[src/rtl/core/tied_pkg.sv]
package tied_pkg;

    localparam int MaxSeqLenDef = 32;

    localparam logic [7:0] ChEsc   = 8'h1B;
    localparam logic [7:0] ChCr    = 8'h0D;
    localparam logic [7:0] ChLf    = 8'h0A;
    localparam logic [7:0] ChTab   = 8'h09;
    localparam logic [7:0] ChBs    = 8'h08;
    localparam logic [7:0] ChDel   = 8'h7F;
    localparam logic [7:0] ChSemi  = 8'h3B;
    localparam logic [7:0] ChLt    = 8'h3C;
    localparam logic [7:0] ChTilde = 8'h7E;

    localparam logic [4:0] KeyPrint  = 5'd0;
    localparam logic [4:0] KeyEnter  = 5'd1;
    localparam logic [4:0] KeyTab    = 5'd2;
    localparam logic [4:0] KeyBack   = 5'd3;
    localparam logic [4:0] KeyEscape = 5'd4;
    localparam logic [4:0] KeyUp     = 5'd5;
    localparam logic [4:0] KeyHome   = 5'd9;
    localparam logic [4:0] KeyEnd    = 5'd10;
    localparam logic [4:0] KeyBtab   = 5'd11;
    localparam logic [4:0] KeyIns    = 5'd12;
    localparam logic [4:0] KeyDelete = 5'd13;
    localparam logic [4:0] KeyPgUp   = 5'd14;
    localparam logic [4:0] KeyPgDn   = 5'd15;
    localparam logic [4:0] KeyF1     = 5'd16;
    localparam logic [4:0] KeyF6     = 5'd21;
    localparam logic [4:0] KeyF11    = 5'd26;
    localparam logic [4:0] KeyF12    = 5'd27;

    localparam logic [1:0] MkPress   = 2'd0;
    localparam logic [1:0] MkRelease = 2'd1;
    localparam logic [1:0] MkMove    = 2'd2;
    localparam logic [1:0] MkWheel   = 2'd3;

    localparam logic [2:0] BtnNone  = 3'd0;
    localparam logic [2:0] BtnWUp   = 3'd4;
    localparam logic [2:0] BtnWDown = 3'd5;

    localparam logic [2:0] ModCtrl = 3'd4;

    typedef enum logic [2:0] {
        S_IDLE, S_APPEND, S_DECIDE, S_SCAN1, S_CHECK, S_SCAN2, S_FINISH, S_OUT
    } t_state;

    typedef enum logic [2:0] {
        P_BATCH, P_MOUSE, P_ESC, P_NEWESC, P_UTF8, P_ASCII
    } t_path;

    typedef struct packed {
        logic load;
        logic append;
        logic decide;
        logic scan;
        logic check;
        logic finish;
    } t_cmd;

    typedef struct packed {
        logic dec_key;
        logic dec_scan;
        logic scan_last;
        logic chk_ok;
        logic fin_emit;
    } t_sts;

endpackage

[src/rtl/core/tied_ctrl.sv]
module tied_ctrl
    import tied_pkg::*;
(
    input  logic i_clk,
    input  logic i_rst_n,
    input  logic i_in_valid,
    input  logic i_out_ready,
    input  t_sts i_sts,
    output logic o_in_ready,
    output logic o_out_valid,
    output t_cmd o_cmd
);

    t_state r_state, n_state;

    always_ff @(posedge i_clk) begin
        if (!i_rst_n) begin
            r_state <= S_IDLE;
        end else begin
            r_state <= n_state;
        end
    end

    always_comb begin
        n_state = r_state;
        unique case (r_state)
            S_IDLE:   if (i_in_valid) n_state = S_APPEND;
            S_APPEND: n_state = S_DECIDE;
            S_DECIDE: begin
                if (i_sts.dec_key) n_state = S_OUT;
                else if (i_sts.dec_scan) n_state = S_SCAN1;
                else n_state = S_IDLE;
            end
            S_SCAN1:  if (i_sts.scan_last) n_state = S_CHECK;
            S_CHECK:  n_state = i_sts.chk_ok ? S_SCAN2 : S_FINISH;
            S_SCAN2:  if (i_sts.scan_last) n_state = S_FINISH;
            S_FINISH: n_state = i_sts.fin_emit ? S_OUT : S_IDLE;
            S_OUT:    if (i_out_ready) n_state = S_IDLE;
            default:  n_state = S_IDLE;
        endcase
    end

    always_comb begin
        o_cmd        = '0;
        o_in_ready   = 1'b0;
        o_out_valid  = 1'b0;
        unique case (r_state)
            S_IDLE: begin
                o_in_ready = 1'b1;
                o_cmd.load = i_in_valid;
            end
            S_APPEND: o_cmd.append = 1'b1;
            S_DECIDE: o_cmd.decide = 1'b1;
            S_SCAN1,
            S_SCAN2:  o_cmd.scan   = 1'b1;
            S_CHECK:  o_cmd.check  = 1'b1;
            S_FINISH: o_cmd.finish = 1'b1;
            S_OUT:    o_out_valid  = 1'b1;
            default: o_cmd = '0;
        endcase
    end

endmodule

[src/rtl/core/tied_dp.sv]
module tied_dp
    import tied_pkg::*;
#(
    parameter int MAX_SEQ_LEN = MaxSeqLenDef
)(
    input  logic        i_clk,
    input  logic        i_rst_n,
    input  t_cmd        i_cmd,
    input  logic        i_action,
    input  logic [7:0]  i_in_byte,
    output t_sts        o_sts,
    output logic        o_event_kind,
    output logic [4:0]  o_key_code,
    output logic [20:0] o_code_point,
    output logic [2:0]  o_modifiers,
    output logic [1:0]  o_mouse_kind,
    output logic [2:0]  o_mouse_btn,
    output logic [16:0] o_pos_x,
    output logic [16:0] o_pos_y
);

    localparam int Depth = MAX_SEQ_LEN + 1;
    localparam int AW    = $clog2(Depth);
    localparam int LW    = $clog2(Depth + 1);
    localparam logic [LW-1:0] LenMax   = LW'(MAX_SEQ_LEN);
    localparam logic [LW-1:0] LenDepth = LW'(Depth);

    logic [7:0]    r_mem [Depth];
    logic [7:0]    r_q;
    logic [7:0]    r_last;
    logic          r_act;
    logic [7:0]    r_byte;
    logic [LW-1:0] r_len;
    logic          r_esc, r_mouse, r_utf8;
    logic [7:0]    r_b [4];
    t_path         r_path;

    // scan engine
    logic [LW-1:0] r_ra, r_end;
    logic [AW-1:0] r_di;
    logic          r_dv, r_p2;
    logic          r_has_lt, r_has_term, r_rel;
    logic [AW-1:0] r_lt, r_term;
    logic [1:0]    r_field;
    logic [15:0]   r_acc, r_btn, r_mx;
    logic          r_nonempty, r_bad, r_fb;

    // result
    logic          r_kind;
    logic [4:0]    r_key;
    logic [20:0]   r_cp;
    logic [2:0]    r_mods, r_mb;
    logic [1:0]    r_mk;
    logic [16:0]   r_px, r_py;

    // ---- append ----
    logic          app_en, app_reset;
    logic [LW-1:0] app_pos;
    t_path         path;

    always_comb begin
        app_en    = 1'b0;
        app_reset = 1'b0;
        if (r_act) path = P_BATCH;
        else if (r_mouse) path = P_MOUSE;
        else if (r_esc) path = P_ESC;
        else if (r_byte == ChEsc) path = P_NEWESC;
        else if (r_byte[7]) path = P_UTF8;
        else path = P_ASCII;
        unique case (path)
            P_MOUSE, P_ESC: app_en = 1'b1;
            P_NEWESC: begin
                app_en = 1'b1;
                app_reset = 1'b1;
            end
            P_UTF8: begin
                app_en = 1'b1;
                app_reset = !r_utf8;
            end
            default: app_en = 1'b0;
        endcase
        app_pos = app_reset ? '0 : r_len;
    end

    always_ff @(posedge i_clk) begin
        if (i_cmd.append && app_en && app_pos < LenDepth) begin
            r_mem[app_pos[AW-1:0]] <= r_byte;
            r_last                 <= r_byte;
        end
        if (i_cmd.scan && r_ra < r_end) begin
            r_q <= r_mem[r_ra[AW-1:0]];
        end
    end

    // ---- decode of the buffered sequence ----
    logic          k_valid, dec_scan, set_mouse, fb;
    logic [4:0]    k_code;
    logic [20:0]   k_cp;
    logic [2:0]    k_mods;
    logic [4:0]    tilde;
    logic [7:0]    fin, ta, tb;
    logic [LW-1:0] n;
    logic          csi, ss3;

    always_comb begin
        ta = r_b[2];
        tb = r_b[3];
        tilde = KeyEscape;
        if (n == LW'(4)) begin
            unique case (ta)
                "1", "7": tilde = KeyHome;
                "2":      tilde = KeyIns;
                "3":      tilde = KeyDelete;
                "4", "8": tilde = KeyEnd;
                "5":      tilde = KeyPgUp;
                "6":      tilde = KeyPgDn;
                default:  tilde = KeyEscape;
            endcase
        end else if (n == LW'(5)) begin
            if (ta == "1" && tb >= "1" && tb <= "5")
                tilde = KeyF1 + 5'(tb - "1");
            else if (ta == "1" && tb >= "7" && tb <= "9")
                tilde = KeyF6 + 5'(tb - "7");
            else if (ta == "2" && (tb == "0" || tb == "1"))
                tilde = KeyF6 + 5'd3 + 5'(tb - "0");
            else if (ta == "2" && tb == "3")
                tilde = KeyF11;
            else if (ta == "2" && tb == "4")
                tilde = KeyF12;
        end
    end

    always_comb begin
        n         = r_len;
        // the input byte on the ASCII path, else the last buffered byte, which stays put once the buffer is full
        fin       = (r_path == P_ASCII) ? r_byte : r_last;
        k_valid   = 1'b0;
        k_code    = KeyPrint;
        k_cp      = '0;
        k_mods    = '0;
        dec_scan  = 1'b0;
        set_mouse = 1'b0;
        fb        = 1'b0;
        ss3 = n >= LW'(3) && r_b[0] == ChEsc && r_b[1] == "O";
        csi = n >= LW'(3) && r_b[0] == ChEsc && r_b[1] == "[";
        unique case (r_path)
            P_BATCH: begin
                k_valid = r_esc && n == LW'(1) && r_b[0] == ChEsc;
                k_code  = KeyEscape;
            end
            P_MOUSE: begin
                fb = n > LenMax;
                if (n >= LW'(6)) dec_scan = 1'b1;
                else begin
                    k_valid = fb;
                    k_code  = KeyEscape;
                end
            end
            P_ESC: begin
                k_code = KeyEscape;
                if (ss3) begin
                    k_valid = 1'b1;
                    if (r_b[2] >= "P" && r_b[2] <= "S")
                        k_code = KeyF1 + 5'(r_b[2] - "P");
                end else if (csi && n == LW'(3) && fin >= "A" && fin <= "D") begin
                    k_valid = 1'b1;
                    k_code  = KeyUp + 5'(fin - "A");
                end else if (csi && n == LW'(3) && fin == "H") begin
                    k_valid = 1'b1;
                    k_code  = KeyHome;
                end else if (csi && n == LW'(3) && fin == "F") begin
                    k_valid = 1'b1;
                    k_code  = KeyEnd;
                end else if (csi && n == LW'(3) && fin == "Z") begin
                    k_valid = 1'b1;
                    k_code  = KeyBtab;
                end else if (csi && fin == ChTilde) begin
                    k_valid = 1'b1;
                    k_code  = tilde;
                end else if (csi && n >= LW'(6) && r_b[2] == ChLt &&
                             (fin == "M" || fin == "m")) begin
                    dec_scan = 1'b1;
                end else if (csi && n >= LW'(6) && r_b[2] == ChLt && n < LW'(16)) begin
                    set_mouse = 1'b1;
                end else begin
                    k_valid = n > LenMax;
                end
            end
            P_NEWESC: k_valid = 1'b0;
            P_UTF8: begin
                if (r_b[0][7:5] == 3'b110) begin
                    k_valid = n >= LW'(2);
                    k_cp    = {10'd0, r_b[0][4:0], r_b[1][5:0]};
                end else if (r_b[0][7:4] == 4'b1110) begin
                    k_valid = n >= LW'(3);
                    k_cp    = {5'd0, r_b[0][3:0], r_b[1][5:0], r_b[2][5:0]};
                end else if (r_b[0][7:3] == 5'b11110) begin
                    k_valid = n >= LW'(4);
                    k_cp    = {r_b[0][2:0], r_b[1][5:0], r_b[2][5:0], r_b[3][5:0]};
                end else begin
                    k_valid = 1'b1;
                    k_cp    = 21'h00FFFD;
                end
            end
            P_ASCII: begin
                k_valid = 1'b1;
                if (fin == ChCr || fin == ChLf) k_code = KeyEnter;
                else if (fin == ChTab) k_code = KeyTab;
                else if (fin == ChDel || fin == ChBs) k_code = KeyBack;
                else if (fin < 8'h20) begin
                    k_cp   = 21'(fin) + 21'h60;
                    k_mods = ModCtrl;
                end else k_cp = 21'(fin);
            end
            default: k_valid = 1'b0;
        endcase
    end

    // ---- scan step ----
    logic          s_issue;
    logic [19:0]   s_mul;
    logic [15:0]   s_next;
    logic          s_digit;
    logic          mouse_ok;
    logic [1:0]    m_code, m_kind;
    logic [2:0]    m_btn, m_mods;

    always_comb begin
        s_issue = r_ra < r_end;
        s_digit = r_q >= "0" && r_q <= "9";
        s_mul   = {1'b0, r_acc, 3'd0} + {3'd0, r_acc, 1'b0} + 20'(r_q - "0");
        s_next  = (s_mul > 20'd65535) ? 16'hFFFF : s_mul[15:0];
        mouse_ok = r_p2 && !r_bad && r_field == 2'd2 && r_nonempty;
        m_code = r_btn[1:0];
        m_btn  = (m_code != 2'd3) ? 3'(m_code) + 3'd1 : BtnNone;
        m_kind = MkPress;
        if (r_btn[6]) begin
            m_kind = MkWheel;
            m_btn  = (m_code == 2'd0) ? BtnWUp : (m_code == 2'd1) ? BtnWDown : BtnNone;
        end else if (r_rel) begin
            m_kind = MkRelease;
        end else if (r_btn[5]) begin
            m_kind = MkMove;
            m_btn  = BtnNone;
        end
        m_mods = {r_btn[4], r_btn[3], r_btn[2]};
    end

    assign o_sts.dec_key   = k_valid;
    assign o_sts.dec_scan  = dec_scan;
    assign o_sts.scan_last = r_dv && (LW'(r_di) + LW'(1) == r_end);
    assign o_sts.chk_ok    = r_has_lt && r_has_term && r_term > r_lt + AW'(1);
    assign o_sts.fin_emit  = mouse_ok || r_fb;

    always_ff @(posedge i_clk) begin
        if (i_cmd.load) begin
            r_act  <= i_action;
            r_byte <= i_in_byte;
        end
        if (i_cmd.scan) begin
            r_dv <= s_issue;
            r_di <= r_ra[AW-1:0];
            if (s_issue) r_ra <= r_ra + LW'(1);
            if (r_dv && !r_p2) begin
                if (r_q == ChLt && !r_has_lt) begin
                    r_has_lt <= 1'b1;
                    r_lt     <= r_di;
                end
                if (r_q == "M" || r_q == "m") begin
                    r_has_term <= 1'b1;
                    r_term     <= r_di;
                    r_rel      <= r_q == "m";
                end
            end
            if (r_dv && r_p2) begin
                if (r_q == ChSemi && r_field != 2'd2) begin
                    if (!r_nonempty) r_bad <= 1'b1;
                    if (r_field == 2'd0) r_btn <= r_acc;
                    else r_mx <= r_acc;
                    r_field    <= r_field + 2'd1;
                    r_acc      <= '0;
                    r_nonempty <= 1'b0;
                end else if (s_digit) begin
                    r_acc      <= s_next;
                    r_nonempty <= 1'b1;
                end else begin
                    r_bad <= 1'b1;
                end
            end
        end
        if (i_cmd.decide) begin
            r_ra       <= '0;
            r_end      <= r_len;
            r_dv       <= 1'b0;
            r_p2       <= 1'b0;
            r_has_lt   <= 1'b0;
            r_has_term <= 1'b0;
            r_fb       <= fb;
        end
        if (i_cmd.check) begin
            r_ra       <= LW'(r_lt) + LW'(1);
            r_end      <= LW'(r_term);
            r_dv       <= 1'b0;
            r_p2       <= o_sts.chk_ok;
            r_field    <= '0;
            r_acc      <= '0;
            r_nonempty <= 1'b0;
            r_bad      <= 1'b0;
        end
        if (i_cmd.decide && k_valid) begin
            r_kind <= 1'b0;
            r_key  <= k_code;
            r_cp   <= k_cp;
            r_mods <= k_mods;
            r_mk   <= '0;
            r_mb   <= '0;
            r_px   <= '0;
            r_py   <= '0;
        end
        if (i_cmd.finish) begin
            if (mouse_ok) begin
                r_kind <= 1'b1;
                r_key  <= KeyPrint;
                r_cp   <= '0;
                r_mods <= m_mods;
                r_mk   <= m_kind;
                r_mb   <= m_btn;
                r_px   <= {1'b0, r_mx} - 17'd1;
                r_py   <= {1'b0, r_acc} - 17'd1;
            end else begin
                r_kind <= 1'b0;
                r_key  <= KeyEscape;
                r_cp   <= '0;
                r_mods <= '0;
                r_mk   <= '0;
                r_mb   <= '0;
                r_px   <= '0;
                r_py   <= '0;
            end
        end
        if (i_cmd.append && app_en && app_pos < LenDepth && app_pos < LW'(4)) begin
            r_b[app_pos[1:0]] <= r_byte;
        end
    end

    // control state of the sequence buffer
    always_ff @(posedge i_clk) begin
        if (!i_rst_n) begin
            r_len   <= '0;
            r_esc   <= 1'b0;
            r_mouse <= 1'b0;
            r_utf8  <= 1'b0;
            r_path  <= P_BATCH;
        end else begin
            if (i_cmd.append) begin
                r_path <= path;
                if (app_en) r_len <= (app_pos < LenDepth) ? app_pos + LW'(1) : app_pos;
                if (path == P_NEWESC) r_esc <= 1'b1;
                if (path == P_UTF8) r_utf8 <= 1'b1;
                if (path == P_ASCII) r_utf8 <= 1'b0;
            end
            if (i_cmd.decide && set_mouse) r_mouse <= 1'b1;
            if ((i_cmd.decide && k_valid) || (i_cmd.finish && o_sts.fin_emit)) begin
                r_len   <= '0;
                r_esc   <= 1'b0;
                r_mouse <= 1'b0;
                r_utf8  <= 1'b0;
            end
        end
    end

    assign o_event_kind   = r_kind;
    assign o_key_code     = r_key;
    assign o_code_point   = r_cp;
    assign o_modifiers    = r_mods;
    assign o_mouse_kind   = r_mk;
    assign o_mouse_btn    = r_mb;
    assign o_pos_x        = r_px;
    assign o_pos_y        = r_py;

endmodule

[src/rtl/core/terminal_input_event_decoder.sv]
// Plain keys and UTF-8 need no scan; an SGR mouse report adds a pass over the
// sequence buffer through its single read port and, once '<' and a final with
// bytes between them are found, a second pass over the bytes between '<' and the final.
// One request at a time; the next is taken once the last is done and its
// result, if any, has been taken.
// Reset (synchronous, i_rst_n low): buffer empty, all modes off, no result pending.
module terminal_input_event_decoder
    import tied_pkg::*;
#(
    parameter int MAX_SEQ_LEN = MaxSeqLenDef
)(
    input  logic        i_clk,
    input  logic        i_rst_n,
    input  logic        i_s_axis_tvalid,
    output logic        o_s_axis_tready,
    input  logic [7:0]  i_s_axis_tdata,  // in_byte[7:0]
    input  logic        i_s_axis_tuser,  // action
    output logic        o_m_axis_tvalid,
    input  logic        i_m_axis_tready,
    // key_code[4:0], code_point[25:5], modifiers[28:26], mouse_kind[30:29],
    // button[33:31], pos_x[50:34], pos_y[67:51], zero[71:68]
    output logic [71:0] o_m_axis_tdata,
    output logic        o_m_axis_tuser   // event_kind
);

    t_cmd        cmd;
    t_sts        sts;
    logic        ev_kind;
    logic [4:0]  key;
    logic [20:0] cp;
    logic [2:0]  mods, mb;
    logic [1:0]  mk;
    logic [16:0] px, py;

    tied_ctrl u_ctrl (
        .i_clk       (i_clk),
        .i_rst_n     (i_rst_n),
        .i_in_valid  (i_s_axis_tvalid),
        .i_out_ready (i_m_axis_tready),
        .i_sts       (sts),
        .o_in_ready  (o_s_axis_tready),
        .o_out_valid (o_m_axis_tvalid),
        .o_cmd       (cmd)
    );

    tied_dp #(.MAX_SEQ_LEN(MAX_SEQ_LEN)) u_dp (
        .i_clk          (i_clk),
        .i_rst_n        (i_rst_n),
        .i_cmd          (cmd),
        .i_action       (i_s_axis_tuser),
        .i_in_byte      (i_s_axis_tdata),
        .o_sts          (sts),
        .o_event_kind   (ev_kind),
        .o_key_code     (key),
        .o_code_point   (cp),
        .o_modifiers    (mods),
        .o_mouse_kind   (mk),
        .o_mouse_btn    (mb),
        .o_pos_x        (px),
        .o_pos_y        (py)
    );

    assign o_m_axis_tdata = {4'd0, py, px, mb, mk, mods, cp, key};
    assign o_m_axis_tuser = ev_kind;

endmodule
[config.mk]
export PLATFORM = sky130hd
export DESIGN_NAME = terminal_input_event_decoder
export DESIGN_NICKNAME = d
export VERILOG_FILES = /design/src/rtl/core/tied_pkg.sv /design/src/rtl/core/tied_ctrl.sv /design/src/rtl/core/tied_dp.sv /design/src/rtl/core/terminal_input_event_decoder.sv
export SDC_FILE = /design/constraint.sdc
export NUM_CORES = 1
export LEC_CHECK = 0
export BUFFER_PORTS_ARGS = -buffer_cell sky130_fd_sc_hd__buf_2
export CORE_MARGIN = 2
export CORE_UTILIZATION = 55
export CTS_BUF_LIST = sky130_fd_sc_hd__clkbuf_16
export CTS_CLUSTER_SIZE = 40
export DETAILED_ROUTE_END_ITERATION = 16
export HOLD_SLACK_MARGIN = 0.1
export PLACE_DENSITY = 0.72
export SKIP_CTS_REPAIR_TIMING = 1
export SYNTH_ARGS = -nofsm -noshare
export SYNTH_HDL_FRONTEND = slang
export SYNTH_SLANG_ARGS = --single-unit
[constraint.sdc]
create_clock -name i_clk -period 5.2 [get_ports i_clk]
set_input_delay 1.04 -clock i_clk [delete_from_list [all_inputs] [get_ports i_clk]]
set_output_delay 1.04 -clock i_clk [all_outputs]
set_load 0.01 [all_outputs]
; Word-level counts from Yosys, hierarchy flattened
; Memories as Yosys holds them, arrays and structs flattened. A register that Yosys moved wholly into a read port is not among the register bits.
; Index checks and enable logic that the tools add are counted.
[classes]
mux = 142
bitwise = 2
add_sub_neg = 22
n_div = 0
multipliers = 0
shifts = 0
n_eq_ne = 66
n_lt_le_gt_ge = 22
n_reduce_logical = 81
[op_table]
columns = cell, n
row1 = 21-bit two-way mux, 6
row2 = 8-bit by 6-bit equality test with 1-bit output (second input constant), 15
row3 = 5-bit two-way mux, 18
row4 = 8-bit by 7-bit equality test with 1-bit output (second input constant), 11
row5 = 3-bit two-way mux, 29
row6 = 17-bit two-way mux, 5
row7 = 1-bit two-way mux, 55
row8 = 16-bit two-way mux, 3
row9 = 6-bit two-way mux, 8
row10 = 1-bit logical AND, 42
row11 = 21-bit one-hot mux with 2 select lines, 1
row12 = 16-bit by 1-bit subtractor with 17-bit output (second input constant), 2
row13 = 8-bit by 4-bit equality test with 1-bit output (second input constant), 4
row14 = 3-bit equality test (second input constant), 9
row15 = 6-bit by 1-bit adder with 6-bit output (second input constant), 4
row16 = 8-bit by 6-bit greater-or-equal comparator with 1-bit output (second input constant), 3
row17 = 8-bit by 6-bit less-or-equal comparator with 1-bit output (second input constant), 3
row18 = 3-bit one-hot mux with 8 select lines, 1
row19 = 4-bit one-hot mux with 6 select lines, 1
row20 = 19-bit by 17-bit adder with 20-bit output, 1
row21 = 20-bit adder, 1
row22 = 5-bit adder (first input constant), 4
row23 = 20-bit by 16-bit > comparator with 1-bit output (second input constant), 1
row24 = 5-bit one-hot mux with 4 select lines, 1
row25 = other kinds (47), 107
[totals]
register_bits = 180
in_bits = 13
elab_cells = 371
latch_bits = 0
mem_bits_rw = 296
out_inout_bits = 75
romBits = 0
mem_count = 2
[mem_list]
columns = name, depth, word_bits, read_ports, rd_clocked_by_memory_dff, wr, line
row1 = u_dp.r_mem, 33, 8, 1, 1, 1, tied_dp.sv:28  ; logic [7:0] r_mem [Depth];
row2 = u_dp.r_b, 4, 8, 4, 0, 1, tied_dp.sv:35  ; logic [7:0] r_b [4];

; Longest topological paths before layout
; An unclocked memory read counts as a cell.
[logic_depth]
ltp_word = 19
mapped_depth = 16
depth_no_buf = 13

; Modules after synthesis
; From an unflattened synthesis, not the netlist that was laid out.
[hier_totals]
cells_unflattened = 1726
hier_area_um2 = 22654.2
[modules_own_cells]
columns = mod, area_each_um2, cells_per_inst, seq_area_each_um2, n_inst
row1 = tied_dp, 22273.9, 1678, 13883.3, 1
row2 = tied_ctrl, 346.6, 43, 60.1, 1
row3 = terminal_input_event_decoder, 33.8, 5, 0.0, 1

; Worst setup path before layout
; Ideal clock, no wire load.
[synth_path]
path_type = register to register
start = reg u_dp.r_path[0]
end = reg u_dp.r_kind, in the netlist u_dp.o_event_kind (enable)
setup_time_ps = 586
path_stages_with_launch = 16
n_path_buf = 5
setup_slack_ps = 493
required_time_ps = 4614
t_arrival_ps = 4121
cell_sequence = dfxtp_1 > buf_4 > and3b_1 > clkbuf_1 > clkbuf_1 > nand2_1 > nand2_1 > ha_1 > clkbuf_1 > nand3b_1 > or4_4 > a2111oi_4 > o221ai_2 > o31ai_4 > buf_2 > nand2_1
[synth_between]
elab_chain_cells = 15
word_cells_on_any_way = 32
[synth_rtl]
columns = element, line
row1 = from (decl), tied_dp.sv:36  ; t_path r_path;
row2 = from (signal assigned), tied_dp.sv:356  ; r_path <= path;
row3 = 3-bit equality test, "tied_dp.sv:136, tied_dp.sv:146"
row4 = 8-bit two-way mux, tied_dp.sv:136  ; fin = (r_path == P_ASCII) ? r_byte : r_last;
row5 = 8-bit by 7-bit equality test with 1-bit output, tied_dp.sv:181  ; (fin == "M" || fin == "m")) begin
row6 = 1-bit logical OR, tied_dp.sv:181
row7 = 1-bit logical AND, tied_dp.sv:180  ; end else if (csi && n >= LW'(6) && r_b[2] == ChLt &&
row8 = 1-bit two-way mux, tied_dp.sv:180
row9 = 1-bit two-way mux, tied_dp.sv:177  ; end else if (csi && fin == ChTilde) begin
row10 = 1-bit two-way mux, tied_dp.sv:174  ; end else if (csi && n == LW'(3) && fin == "Z") begin
row11 = 1-bit two-way mux, tied_dp.sv:171  ; end else if (csi && n == LW'(3) && fin == "F") begin
row12 = 1-bit two-way mux, tied_dp.sv:168  ; end else if (csi && n == LW'(3) && fin == "H") begin
row13 = 1-bit two-way mux, tied_dp.sv:165  ; end else if (csi && n == LW'(3) && fin >= "A" && fin <= "D") begin
row14 = 1-bit two-way mux, tied_dp.sv:161  ; if (ss3) begin
row15 = 1-bit one-hot mux with 5 select lines (*), tied_dp.sv:146  ; unique case (r_path)
row16 = 1-bit logical AND (*), tied_dp.sv:310  ; if (i_cmd.decide && k_valid) begin
row17 = 2-bit nonzero test (no line) (*), n/a
row18 = to (signal assigned), tied_dp.sv:311  ; r_kind <= 1'b0;
row19 = to (signal assigned), tied_dp.sv:322  ; r_kind <= 1'b1;
row20 = to (signal assigned), tied_dp.sv:331  ; r_kind <= 1'b0;
row21 = to (decl), tied_dp.sv:49  ; logic r_kind;
; Every way passes the cells marked *; elsewhere a longest branch is shown, timed or not.
; A chain may end at the register's enable or synchronous reset.

; Final worst setup path
[layout_path]
start = reg u_dp.r_q[4], read port of u_dp.r_mem
end = reg u_dp.r_acc[15]
[layout_between]
elab_chain_cells = 6
word_cells_on_any_way = 13
[layout_rtl]
columns = element, line
row1 = from (decl), tied_dp.sv:29  ; logic [7:0] r_q;
row2 = 8-bit by 6-bit subtractor with 9-bit output, tied_dp.sv:231  ; s_mul = {1'b0, r_acc, 3'd0} + {3'd0, r_acc, 1'b0} + 20'(r_q - "0");
row3 = 20-bit adder, tied_dp.sv:231
row4 = 20-bit by 16-bit > comparator with 1-bit output, tied_dp.sv:232  ; s_next = (s_mul > 20'd65535) ? 16'hFFFF : s_mul[15:0];
row5 = 16-bit two-way mux, tied_dp.sv:232
row6 = 16-bit two-way mux, tied_dp.sv:283  ; end else if (s_digit) begin
row7 = 16-bit two-way mux, tied_dp.sv:276  ; if (r_q == ChSemi && r_field != 2'd2) begin
row8 = to (signal assigned), tied_dp.sv:284  ; r_acc <= s_next;
row9 = to (decl), tied_dp.sv:45  ; logic [15:0] r_acc, r_btn, r_mx;
; Parallel ways exist; a longest one is shown, timed or not. The select of a mux whose other input is x is not followed.

==> flow_summary.toml <==
[status]
status = "completed"

[hold_path]
hp-class = "reg -> reg"

[placement]
place_congestion = 0.922
dpl.cell_count = 2239
postPlaceCellArea_sq_um = 23800
dp_hpwl_um = 37100
post-place-ws_ps = 858
portBuffers = 83

[synth]
seq_area_frac_synth = 0.610
synth_edf_count = 425
synth_area_leaders = "edfxtp_1, mux4_2, dfxtp_1, ha_1, nor2_1"
ys_types = 92
netlist_instances = 1679
synth_top_area_cell = "edfxtp_1"
synth.top_cell.area_share = 0.559
synth-seq-cells = 484
synthArstFlopShare = 0
yosys_warnings = 0
syn_avg_cell_area_sq_um = 13.6
syn_area_sq_um = 22800
ys.flop_type = "edfxtp_1"

[floorplan]
die_w_um = 208
rows = 74
die_h_um = 208
start_util = 0.558
ios = 88
core_area_sq_um = 40900
die_area_sq_um = 43200

[critical_path]
crit_top_cell = "ha_1"
crit_path_end_kind = "flip-flop"
r2r_setup_slack_ps = 800
cp_max_fo = 15
rr_endpoint = "u_dp.r_acc[15]"
cp.required_ps = 5620
startpoint = "u_dp.r_q[4]"
cp_num_cells = 12
crit_path_end = "u_dp.r_acc[15]"
reg2reg_depth = 12
crit_chain = "ha_1 > nor3_2 > buf_4 > fa_1 > ha_1 > and2_1 > a221o_1 > a21o_1 > a41oi_1 > mux2i_1 > nor2_1 > o211ai_1"
cp_top_family = "simple AND/OR/NAND/NOR gates"
crit_buf_inv = 1
worstPathArrival_ps = 4820
slowest_delay_ps = 720
r2r_start = "u_dp.r_q[4]"
path_class = "reg -> reg"
critPathLaunchType = "flip-flop"
slowest_stage = "nor2_1"

[global_routing]
grt_start_max_net_pins = 70
grt_first_pass_wirelength_um = 85300
grt_pass1_vias = 14400
grt_antenna_before_repair = 0
grt_overflow = 0
track_usage = 0.257

[clocking]
cts_num_sinks = 484
clock_latency_ps = 600
cts_root_buf = "clkbuf_16"
cts_tree = "done"
clkTransAtPathRegs_ps = 60
clock_path_buffers = 3
cts_buffers = 49
htreeDepth = 2

[layout]
nNetsFinal = 1846
stdcell_area_sq_um = 25400
diodes = 0
stdcell_count = 2329
synthToLayoutAreaGrowth_pct = 11.1
layout-drive-gt1-share = 0.167
fin_util = 0.620

[drt]
ant_nets = 0
wl_um = 55300
drt-vias-per-instance = 6.29
avgRoutedWirePerCell_um = 23.7
drc = 0
via_count = 14600
dr.pass1.iters = 8
drtIter0Drc = 1456

[sta]
relSlewSlack = 0.172
period_share = 0.846
fin_skew_ps = 33.4
hold_viol = 0
max_clock_freq_ghz = 0.227
drv_slew = 0
fin_crit_ps = 4400
tightestPinTransition_ps = 1230
fin_ws_ps = 800
setup_tns_ps = 0
setup_viol = 0
rsz0062_at_grt = "no"

[power]
clockPowerShare = 0.429
ir_worst_vdd_uv = 278
internal_power_w = 0.00632
power_density_nw_per_um2 = 317
cellLeakagePower_nw = 9.02
p_sw_frac = 0.215
switchingPower_w = 0.00173
pwr-share-seq = 0.530
combPwrFrac = 0.041

[job]
drv_cap = 0
==> state kept, by name, summed over array words and instances, names as in the netlist, 7 cells and up <==
signal	cells
u_dp.o_code_point	21
u_dp.r_acc	16
u_dp.r_byte	8
u_dp.r_last	8
u_dp.r_b	32
u_dp.r_btn	7
u_dp.r_mx	16
u_dp.o_pos_x	17
u_dp.r_q	8
u_dp.r_mem	264
u_dp.o_pos_y	17
==> power by group through the flow <==
stage                     Combinational, W  Sequential, W  Clock, W
after floorplan                   0.000206        0.00436         0
after global placement            0.000315        0.00435         0
after detailed placement          0.000324        0.00435         0
after CTS                         0.000327        0.00427   0.00349
after global routing              0.000361        0.00427   0.00364
final                             0.000328        0.00427   0.00345
==> through the flow <==
stage / total power (W) / hold slack [ps]
finish: 0.00805 / 457
global route: 0.00828 / 479
CTS: 0.00809 / 458
detailed placement: 0.00468 / 450
global placement: 0.00467 / 445
floorplan: 0.00457 / 430
==> worst reg2reg max path: stages (launching register included) <==
cell      delay [ps]
edfxtp_1         460
ha_1             340
nor3_2           250
buf_4            270
fa_1             450
ha_1             360
and2_1           210
a221o_1          320
a21o_1           210
a41oi_1          320
mux2i_1          140
nor2_1           720
o211ai_1         170
==> synthesized netlist by cell type, types with 16 or more instances <==
master      n
nor2_1    139
inv_1      66
xnor2_1    36
nand2_1   111
o22ai_1    17
mux2i_1    18
o21ai_1    17
nand3_1    46
a31oi_1    17
a211oi_1   25
a21oi_1    75
a21o_1     17
nor2b_1    21
ha_1       60
nor3_1     34
dfxtp_1    59
edfxtp_1  425
o21ai_0    46
or3_1      16
mux4_2     80
xor2_1     20
clkbuf_1   56
nor4_1     16
==> area by class of cell <==
class                           instances  area (sq um)
Multi-Input combinational cell       1050          8340
Clock inverter                         41           359
Timing Repair Buffer                  106           601
Tap cell                              532           666
Sequential cell                       484         13900
Inverter                               67           251
Fill cell                            3020         15500
Clock buffer                           49          1230
==> layout by cell type, fill, tap and decap left out, types with 31 or more instances in the layout <==
cell,n
a21oi_1,74
buf_2,83
clkbuf_16,49
dfxtp_1,59
edfxtp_1,425
ha_1,60
inv_1,72
mux4_2,80
nand2_1,110
nand3_1,46
nor2_1,139
nor3_1,31
o21ai_0,46
xnor2_1,36
==> kinds of logic (layout without fill, tap and decap cells) <==
group           Yosys count  after routing  share of synthesized area
buf+inv                 148            263                     0.0265
other cells               1              4                   0.000164
mux                     102            102                     0.0887
simple gates            511            511                      0.116
fa+ha+maj                75             75                     0.0460
compound gates          302            302                     0.0903
xor+xnor                 56             56                     0.0215
flops                   484            484                      0.610
==> worst min-delay path by stage <==
stage / start / end / slack, ps / cells after the start
global placement: u_dp.o_code_point[17] / u_dp.o_code_point[17] / 440 / 2
global route: u_dp.o_code_point[2] / u_dp.o_code_point[2] / 480 / 2
finish: u_dp.o_code_point[3] / u_dp.o_code_point[3] / 460 / 2
CTS: u_dp.o_code_point[3] / u_dp.o_code_point[3] / 460 / 2
detailed placement: u_dp.o_code_point[3] / u_dp.o_code_point[3] / 450 / 2
floorplan: u_dp.r_bad / u_dp.r_bad / 430 / 2
==> layer usage <==
layer | wire (um) | GRT usage
met2 | 26700 | 0.418
met4 | 1710 | 0.0937
met5 | 0 | 0
met3 | 3970 | 0.0445
met1 | 22900 | 0.351
Power figures use the tool's default switching activity.
